## src/rtl/core/prq_pkg.sv

```systemverilog
`timescale 1ns / 1ps
// ----------------------------------------------------------------------------
// prq_pkg
// Shared types and codes for the shift-register priority ready queue.
// ----------------------------------------------------------------------------
package prq_pkg;

  // field widths fixed by the command and result words
  localparam int IdW  = 7;
  localparam int PriW = 8;
  localparam int OccW = 7;

  // command codes
  typedef enum logic [1:0] {
    CMD_ENQ    = 2'd0,
    CMD_POP    = 2'd1,
    CMD_REMOVE = 2'd2
  } cmd_e;

  // result status codes
  typedef enum logic [1:0] {
    ST_OK       = 2'd0,
    ST_FULL     = 2'd1,
    ST_EMPTY    = 2'd2,
    ST_NOTFOUND = 2'd3
  } status_e;

  // one queue entry
  typedef struct packed {
    logic [IdW-1:0]         id;
    logic signed [PriW-1:0] pri;
  } entry_t;

  // per-cell control from the top level
  typedef struct packed {
    logic enq;    // insert the new entry in sorted place
    logic shift;  // take the entry of the cell above (toward the tail)
  } cell_ctrl_t;

  // per-cell status toward the neighbors and the top level
  typedef struct packed {
    logic valid;  // cell holds an entry
    logic stay;   // entry has priority >= the new entry
    logic hit;    // entry id equals the command id
  } cell_stat_t;

endpackage

```

## src/rtl/core/prq_cell.sv

```systemverilog
`timescale 1ns / 1ps
// ----------------------------------------------------------------------------
// prq_cell
// One slot of the sorted queue; compares locally and trades entries with
// its two neighbors.
// ----------------------------------------------------------------------------
module prq_cell (
  input  logic              clk_i,
  input  logic              rst_ni,
  input  prq_pkg::cell_ctrl_t ctrl_i,
  input  prq_pkg::entry_t   new_i,
  input  prq_pkg::cell_stat_t prev_stat_i,
  input  prq_pkg::entry_t   prev_entry_i,
  input  logic              next_valid_i,
  input  prq_pkg::entry_t   next_entry_i,
  output prq_pkg::cell_stat_t stat_o,
  output prq_pkg::entry_t   entry_o
);
  import prq_pkg::*;

  logic   valid_q, valid_d;
  entry_t entry_q, entry_d;
  logic   stay, insert_here, take_prev;

  // local compares against the command word
  assign stay = valid_q && ($signed(entry_q.pri) >= $signed(new_i.pri));
  assign insert_here = prev_stat_i.stay && !stay;
  assign take_prev   = prev_stat_i.valid && !prev_stat_i.stay;

  assign stat_o.valid = valid_q;
  assign stat_o.stay  = stay;
  assign stat_o.hit   = valid_q && (entry_q.id == new_i.id);
  assign entry_o      = entry_q;

  // next entry: insert, push back, or close up toward the head
  always_comb begin
    valid_d = valid_q;
    entry_d = entry_q;
    if (ctrl_i.enq) begin
      valid_d = valid_q || prev_stat_i.valid;
      if (insert_here) begin
        entry_d = new_i;
      end else if (take_prev) begin
        entry_d = prev_entry_i;
      end
    end else if (ctrl_i.shift) begin
      valid_d = next_valid_i;
      entry_d = next_entry_i;
    end
  end

  // occupancy flag
  always_ff @(posedge clk_i or negedge rst_ni) begin
    if (!rst_ni) begin
      valid_q <= 1'b0;
    end else begin
      valid_q <= valid_d;
    end
  end

  // entry payload
  always_ff @(posedge clk_i) begin
    entry_q <= entry_d;
  end

endmodule

```

## src/rtl/core/priority_ready_queue_top.sv

```systemverilog
`timescale 1ns / 1ps
// ----------------------------------------------------------------------------
// priority_ready_queue_top
// Sorted priority queue of task ids built as a chain of compare cells.
// ----------------------------------------------------------------------------
// a taken command has its result word registered and shown in the next cycle
// throughput: one command per cycle; every cell compares and moves in parallel
// busy stays low, so start may be held high on consecutive cycles
// each result is shown for one cycle on result_valid_o and cannot be stalled
// reset empties the queue (all cell valid flags and the fill count clear)
module priority_ready_queue_top #(
  parameter int DEPTH = 64
) (
  input  logic                          clk_i,
  input  logic                          rst_ni,
  input  logic                          start,
  output logic                          busy,
  input  logic [1:0]                    cmd_i,
  input  logic signed [prq_pkg::PriW-1:0] priority_req_i,
  input  logic [prq_pkg::IdW-1:0]       task_id_i,
  output logic                          result_valid_o,
  output logic [1:0]                    status_o,
  output logic [prq_pkg::IdW-1:0]       task_out_o,
  output logic [prq_pkg::OccW-1:0]      occupancy_o
);
  import prq_pkg::*;

  localparam int CntRaw = $clog2(DEPTH + 1);
  localparam int CntW   = (CntRaw > OccW) ? CntRaw : OccW;
  localparam int Levels = $clog2(DEPTH);
  localparam logic [CntW-1:0] Full = CntW'(DEPTH);

  logic                accept;
  entry_t              new_entry;
  cell_stat_t          stat   [DEPTH];
  entry_t              entries[DEPTH];
  cell_ctrl_t          ctrl   [DEPTH];
  logic [DEPTH-1:0]    hit_vec;
  logic [DEPTH-1:0]    hit_above;
  logic                any_hit;
  logic                enq_go, pop_go, rm_go;
  logic [CntW-1:0]     count_q, count_d;
  status_e             status_d;
  logic [IdW-1:0]      tout_d;
  logic                rvalid_q;
  status_e             status_q;
  logic [IdW-1:0]      tout_q;

  assign busy      = 1'b0;
  assign accept    = start && !busy;
  assign new_entry = '{id: task_id_i, pri: priority_req_i};

  // chain of cells, head (highest priority) at index 0
  for (genvar j = 0; j < DEPTH; j++) begin : g_cell
    cell_stat_t prev_stat;
    entry_t     prev_entry;
    logic       next_valid;
    entry_t     next_entry;

    if (j == 0) begin : g_head
      assign prev_stat  = '{valid: 1'b1, stay: 1'b1, hit: 1'b0};
      assign prev_entry = '0;
    end else begin : g_body
      assign prev_stat  = stat[j-1];
      assign prev_entry = entries[j-1];
    end

    if (j == DEPTH - 1) begin : g_tail
      assign next_valid = 1'b0;
      assign next_entry = '0;
    end else begin : g_mid
      assign next_valid = stat[j+1].valid;
      assign next_entry = entries[j+1];
    end

    assign hit_vec[j]  = stat[j].hit;
    assign ctrl[j].enq   = enq_go;
    assign ctrl[j].shift = pop_go || (rm_go && !hit_above[j]);

    prq_cell u_cell (
      .clk_i        (clk_i),
      .rst_ni       (rst_ni),
      .ctrl_i       (ctrl[j]),
      .new_i        (new_entry),
      .prev_stat_i  (prev_stat),
      .prev_entry_i (prev_entry),
      .next_valid_i (next_valid),
      .next_entry_i (next_entry),
      .stat_o       (stat[j]),
      .entry_o      (entries[j])
    );
  end

  // suffix or of hits: the match nearest the tail is the one removed
  always_comb begin
    logic [DEPTH-1:0] sfx;
    sfx = hit_vec;
    for (int lv = 0; lv < Levels; lv++) begin
      for (int j = 0; j < DEPTH; j++) begin
        if (j + (1 << lv) < DEPTH) begin
          sfx[j] = sfx[j] | sfx[j + (1 << lv)];
        end
      end
    end
    hit_above = {1'b0, sfx[DEPTH-1:1]};
    any_hit   = sfx[0];
  end

  // command decode
  always_comb begin
    enq_go   = 1'b0;
    pop_go   = 1'b0;
    rm_go    = 1'b0;
    status_d = ST_OK;
    tout_d   = '0;
    count_d  = count_q;
    unique case (cmd_e'(cmd_i))
      CMD_ENQ: begin
        if (count_q == Full) begin
          status_d = ST_FULL;
        end else begin
          enq_go  = accept;
          tout_d  = task_id_i;
          count_d = count_q + 1'b1;
        end
      end
      CMD_POP: begin
        if (count_q == '0) begin
          status_d = ST_EMPTY;
        end else begin
          pop_go  = accept;
          tout_d  = entries[0].id;
          count_d = count_q - 1'b1;
        end
      end
      CMD_REMOVE: begin
        if (count_q == '0) begin
          status_d = ST_EMPTY;
        end else if (!any_hit) begin
          status_d = ST_NOTFOUND;
        end else begin
          rm_go   = accept;
          tout_d  = task_id_i;
          count_d = count_q - 1'b1;
        end
      end
      default: begin
        status_d = ST_NOTFOUND;
      end
    endcase
  end

  // fill count and result strobe
  always_ff @(posedge clk_i or negedge rst_ni) begin
    if (!rst_ni) begin
      count_q  <= '0;
      rvalid_q <= 1'b0;
    end else begin
      rvalid_q <= accept;
      if (accept) begin
        count_q <= count_d;
      end
    end
  end

  // result word
  always_ff @(posedge clk_i) begin
    if (accept) begin
      status_q <= status_d;
      tout_q   <= tout_d;
    end
  end

  assign result_valid_o = rvalid_q;
  assign status_o       = status_q;
  assign task_out_o     = tout_q;
  assign occupancy_o    = count_q[OccW-1:0];

endmodule

```

## config.mk

```make
export PLATFORM = sky130hd
export DESIGN_NAME = priority_ready_queue_top
export DESIGN_NICKNAME = d
export VERILOG_FILES = /design/src/rtl/core/prq_pkg.sv /design/src/rtl/core/prq_cell.sv /design/src/rtl/core/priority_ready_queue_top.sv
export SDC_FILE = /design/constraint.sdc
export NUM_CORES = 2
export LEC_CHECK = 0
export ABC_AREA = 1
export BUFFER_PORTS_ARGS = -buffer_cell sky130_fd_sc_hd__buf_2
export CORE_ASPECT_RATIO = 1.4
export CORE_MARGIN = 3
export CORE_UTILIZATION = 30
export CTS_BUF_LIST = sky130_fd_sc_hd__clkbuf_4 sky130_fd_sc_hd__clkbuf_8
export DETAILED_ROUTE_END_ITERATION = 8
export PLACE_DENSITY_LB_ADDON = 0.15
export SYNTH_ARGS = -nofsm -noshare
export SYNTH_HDL_FRONTEND = slang
export SYNTH_SLANG_ARGS = --single-unit
```

## constraint.sdc

```tcl
create_clock -name clk_i -period 3.25 [get_ports clk_i]
set_input_delay 0.325 -clock clk_i [delete_from_list [all_inputs] [get_ports clk_i]]
set_output_delay 0.325 -clock clk_i [all_outputs]
set_load 0.02 [all_outputs]
```

* Yosys cells after proc, flatten, opt, wreduce, memory -nomap -nowiden
Cells that the tools add are included.
** Storage, ports and cells
- Bits in registers :: 1041
- Input bits :: 20
- Output and inout bits :: 18
- Word-level logic and storage cells :: 1826
** Operators by class
- Add/subtract/negate cells :: 2
- $lt $le $gt $ge :: 64
- Eq/ne operators :: 135
- Muxes and demuxes :: 405
- Bitwise operators :: 321
- Reduce and logical (&&, ||, !) cells :: 703
** Operator list (count)
- 15-bit 2-to-1 mux :: 255
- 8-bit greater-or-equal comparator :: 64
- 7-bit equality test :: 64
- 1-bit bitwise OR :: 321
- 1-bit logical AND :: 317
- 3-bit by 1-bit != test with 1-bit output (second input constant) :: 63
- 1-bit 2-to-1 mux :: 136
- 2-bit AND reduction :: 64
- 2-bit nonzero test :: 64
- 1-bit zero test :: 127
- 1-bit logical OR :: 127
- 7-bit 2-to-1 mux :: 8
- 7-bit one-hot mux with 3 select lines :: 2
- 2-bit != test (second input constant) :: 5
- 7-bit by 1-bit adder with 7-bit output (second input constant) :: 1
- 7-bit equality test (second input constant) :: 1
- 7-bit zero test :: 1
- 7-bit by 1-bit subtractor with 7-bit output (second input constant) :: 1
- 2-bit 2-to-1 mux :: 3
- 2-bit one-hot mux with 3 select lines :: 1
- 6-bit AND reduction :: 1
- 3-bit nonzero test :: 1
- 2-bit by 1-bit equality test with 1-bit output (second input constant) :: 1
- 2-bit equality test (second input constant) :: 1
- 2-bit zero test :: 1

* Logic depth before layout (Yosys ltp)
- Depth after elaboration :: 15
- Mapped depth :: 22
- Depth with buffers taken out :: 19

* Cells and area by module
From an unflattened synthesis, not the netlist that was laid out.
** Unflattened totals
- Cell total of the unflattened synthesis :: 12459
- Area, all modules :: 87626.5 µm²
** Modules (own cells, without submodules)
- prq_cell (g_cell[30].u_cell ...) :: instances 36, cells an instance 187, area each 1325.0 µm², sequential area each 475.5 µm²
- prq_cell (g_cell[0].u_cell ...) :: instances 23, cells an instance 186, area each 1323.8 µm², sequential area each 475.5 µm²
- prq_cell (g_cell[63].u_cell ...) :: instances 4, cells an instance 187, area each 1322.5 µm², sequential area each 475.5 µm²
- priority_ready_queue_top :: instances 1, cells an instance 515, area each 2867.8 µm², sequential area each 470.5 µm²
- prq_cell (g_cell[9].u_cell) :: instances 1, cells an instance 186, area each 1321.3 µm², sequential area each 475.5 µm²

* Worst setup path after synthesis
OpenSTA, ideal clock, no wires.
- Path kind :: input port to flip-flop
- From :: input priority_req_i[7] (netlist name)
- To :: register g_cell[48].u_cell.entry_q (netlist bit g_cell[48].u_cell.entry_o[0]) (enable)
- Library setup time :: 0.392 ns
- Arrival time :: 5.121 ns
- Data required time :: 2.858 ns
- Slack :: -2.262 ns
- Stages on the path :: 14
- Path buffers :: 3
- Cell sequence :: clkbuf_1 -> clkinv_1 -> clkbuf_1 -> ha_1 -> a21oi_1 -> o21a_1 -> nand2_1 -> or2_2 -> nand3_1 -> nand2_1 -> inv_1 -> clkbuf_1 -> a21oi_1 -> a21oi_1
** Between the ends
- Cells in the longest elaborated chain, start to end :: 6
- Elaborated cells between the ends (all ways) :: 10
- Classes of those cells :: order compare: 2; eq/ne: 1; reduce/logical: 7
** RTL lines
- start, declared :: line priority_ready_queue_top.sv:19 : input logic signed [prq_pkg::PriW-1:0] priority_req_i,
- 8-bit greater-or-equal comparator :: line prq_cell.sv:26 : assign stay = valid_q && ($signed(entry_q.pri) >= $signed(new_i.pri));
- 1-bit logical AND :: line prq_cell.sv:26
- 1-bit zero test (on tied branches) :: line prq_cell.sv:28, prq_cell.sv:27
- 1-bit logical AND (on tied branches) :: line prq_cell.sv:28, prq_cell.sv:27
- 3-bit by 1-bit != test with 1-bit output (no line) (*)
- 2-bit AND reduction (no line) (*)
- end signal, assigned :: line prq_cell.sv:63 : entry_q <= entry_d;
- end, declared :: line prq_cell.sv:22 : entry_t entry_q, entry_d;
Every way passes the cells marked *; elsewhere a longest branch is shown, timed or not.
A chain may end at the register's enable or synchronous reset.

* Worst setup path in the final report
- From :: input task_id_i[3] (netlist name)
- To :: register g_cell[11].u_cell.entry_q (netlist bit g_cell[11].u_cell.entry_o[4]) (enable)
** Between the ends
- Cells in the longest elaborated chain, start to end :: 15
- Elaborated cells between the ends (all ways) :: 211
- Classes of those cells :: eq/ne: 64; mux: 3; bitwise: 75; reduce/logical: 69
** RTL lines
- start, declared :: line priority_ready_queue_top.sv:20 : input logic [prq_pkg::IdW-1:0] task_id_i,
- 7-bit equality test :: line prq_cell.sv:32 : assign stat_o.hit = valid_q && (entry_q.id == new_i.id);
- 1-bit logical AND :: line prq_cell.sv:32
- 1-bit bitwise OR (6 in series) :: line priority_ready_queue_top.sv:101 : sfx[j] = sfx[j] | sfx[j + (1 << lv)];
- 1-bit 2-to-1 mux :: line priority_ready_queue_top.sv:139 : end else if (!any_hit) begin
- 1-bit 2-to-1 mux :: line priority_ready_queue_top.sv:137 : if (count_q == '0) begin
- 1-bit 2-to-1 mux :: line priority_ready_queue_top.sv:117 : unique case (cmd_e'(cmd_i))
- 1-bit logical AND (*) :: line priority_ready_queue_top.sv:78 : assign ctrl[j].shift = pop_go || (rm_go && !hit_above[j]);
- 1-bit logical OR (*) :: line priority_ready_queue_top.sv:78
- 2-bit nonzero test (no line) (*)
- 2-bit AND reduction (no line) (*)
- end signal, assigned :: line prq_cell.sv:63
- end, declared :: line prq_cell.sv:22
Marked as above.

==> metrics.txt <==
Max VDD drop ~0.35 mV; Syn-to-layout area delta 31.8%; total number of yosys warnings 0; prevailing post-synth register cell edfxtp_1; CTS tree yes; DRT iter0 DRCs 7311; CP required about 3.9 ns; remaining global-route overflow 0; Fin Clk Skew 0.0714 ns; post-synthesis adder-cell area fraction 0.0813; 1st-pass router iterations 8; Avg WL per Cell between 20 and 25 um; R2R setup slack approximately 0.060 ns; Post-Route WL 397 mm; starting density of the core 0.302; power per cell area ~540 nW/um2; RSZ-0062 raised after global routing true; critical-path cell list buf_6 -> dlygate4sd3_1 -> buf_12 -> buf_4 -> nand2_1 -> nand2_1 -> inv_1 -> nand2_1 -> nor2_1 -> nand2_1 -> nand2_1 -> nor2_2 -> nand2_1 -> nor2_1 -> nand2_1 -> buf_4 -> o21ai_4 -> buf_4 -> nand3_1 -> nor2_2 -> buf_12; portion of netlist area occupied by mux cells 0; CP dominant cell by count nand2_1; clock root cell clkbuf_8; Via-to-Cell Ratio 5.24; Peak Freq just over 300 MHz; Leak 50.6 nW; initial antenna violation count 22; post-synthesis compound-gate area fraction 0.167; Clock Path Buffers 4; commonest non-fill, non-tap cell in the layout nand2_1; worst hold path class in2reg; Post-Syn Instances 11509; Post-DRT Antenna Nets 0; CP Max Fanout 17; DP HPWL 302 mm; H-tree Lvls 4; Slowest-stage cell, CP dlygate4sd3_1; # port buffers 36; crit path launch type input pin; synth unique cells between 40 and 50; pin slew with the least headroom to its limit 1.13 ns; CP Data Arrival Time around 3.9 ns; die area about 270000 um2; Final Max Tran Viols 0; final setup TNS 0 ns; Max-cap violations 0; Synthesized Nets 12052; sequential element share of the synthesized area 0.384; Final GP Congestion 0.965; Die Ht a little over 600 um; final setup fails 0; setup ws final roughly 0.008 ns; core area ~270000 um2; CTS buffer count a little over 200; Post-Synth XOR/XNOR Area 0.00446; post-synthesis area per instance between 6 and 7 um2; via count about 90000; ys async rst share 0.0692; most frequent cells in the layout nand2_1, buf_4, o21ai_0; Final Net Count ~14000; Hold Fails Final Rpt 0; EDFF count, synth 969; area post-placement just over 100000 um2; drc violations 0; Worst Setup Path Type in2reg; design area between 100000 and 150000 um2; Largest stage delay, worst path 0.68 ns; Clock Latency Late Sink between 1 and 1.5 ns; global-route wire length before repair around 570 mm; width of the die about 440 um; Final period util 0.998; Synth Area in Simple Gates 0.278; Rows around 220; netlist area before placement 80500 um2; #FFs+latches synth 1041; min Tclk post-route approximately 3.2 ns; vias in the first global route 88173; pin count of the biggest net entering global routing 94; relative slew slack 0.244; clock sinks roughly 1000; status completed; critical path endpoint category register; I/O pins 38; fraction of layout cells with a size suffix above 1 0.198; main combinational cell family by area after synthesis simple AND/OR/NAND/NOR gates; GRT Total Usage 0.277; pre-CTS setup slack -1.04 ns; clock transition at the registers of the reported paths ~0.070 ns
## area by class of cell
class                           instances  area (um2)
Antenna cell                           13        32.5
Inverter                             1137        4340
Multi-Input combinational cell       8698       43400
Fill cell                           27732      160000
Tap cell                             3503        4380
Clock buffer                          312        3870
Clock inverter                         55         352
Sequential cell                      1041       30900
Timing Repair Buffer                 2108       18900
## metrics by stage
step                power, mW  std cells  hold WS [ns]   util
finish                   56.8      16867         0.114  0.398
CTS                      56.7      16823       0.00145  0.395
global route             59.9      16862        0.0668  0.398
global placement         41.5      16413         0.294  0.377
floorplan                29.8      11509        0.0294      -
detailed placement       41.7      16413         0.300  0.377
## sequential cells by signal, indices dropped and copies added, names as in the netlist
| signal | flops |
|---|---|
| result_valid_o | 1 |
| g_cell.u_cell.valid_q | 64 |
| task_out_o | 7 |
| occupancy_o | 7 |
| status_o | 2 |
| g_cell.u_cell.entry_o | 960 |
## final timing paths
path,to,start,cells after the start
max,g_cell[11].u_cell.entry_o[4]$_DFFE_PP_,task_id_i[3],21
min,g_cell[18].u_cell.entry_o[12]$_DFFE_PP_,task_id_i[4],6
max reg2reg,g_cell[30].u_cell.entry_o[13]$_DFFE_PP_,g_cell[37].u_cell.entry_o[11]$_DFFE_PP_,22
min reg2reg,g_cell[62].u_cell.entry_o[3]$_DFFE_PP_,g_cell[63].u_cell.entry_o[3]$_SDFFCE_PN0P_,2
max in group asynchronous,g_cell[49].u_cell.valid_q$_DFFE_PN0P_,rst_ni,4
min in group asynchronous,g_cell[62].u_cell.valid_q$_DFFE_PN0P_,rst_ni,4
## synth_stat cells (all sizes together), types with 9 or more instances
cell	instances	area, um2
clkbuf	458	1720
a21o	21	158
nor3b	21	158
xnor2	33	289
nand3	817	4170
edfxtp	969	29100
buf	176	951
clkinv	54	203
o22ai	54	338
a21oi	972	4860
nand2	3760	14100
or2	42	263
dfrtp	72	1800
and2	9	56.3
nand4	119	744
o21ai	1499	7500
o21a	67	503
nor2	728	2760
ha	522	6530
inv	1083	4070
## routing by layer
| layer | global-route usage | vias to the layer above | part of all wire |
|---|---|---|---|
| met5 | 0 | - | 0.000033 |
| met4 | 0.158 | 2 | 0.065 |
| met2 | 0.508 | 3114 | 0.51 |
| met3 | 0.0339 | 987 | 0.052 |
| li1 | - | 41855 | - |
| met1 | 0.308 | 42344 | 0.38 |
## what timing repair did
action	CTS	global route
hold endpoints to repair	140	0
endpoints found under the setup margin	667	871
cloned	0	7
pin swaps	7	15
buffers inserted	17	24
gates resized for setup	49	85
hold buffers	26	0
## power by group
group	switching, mW	leakage, nW	internal (mW)
sequential	1.80	10.0	17.5
combinational	13.8	38.3	9.18
clock	6.76	2.24	7.85
## cell families after synthesis
| group | Yosys count |
|---|---|
| compound gates | 2622 |
| xor+xnor | 41 |
| fa+ha+maj | 523 |
| buf+inv | 1771 |
| flops | 1041 |
| other cells | 1 |
| simple gates | 5510 |
## critical path: cells and delay by family
kind / cells / cell delay, ns
simple gates: 12 / 1.42
buf+inv: 8 / 1.86
compound gates: 1 / 0.21
Power figures use the tool's default switching activity.
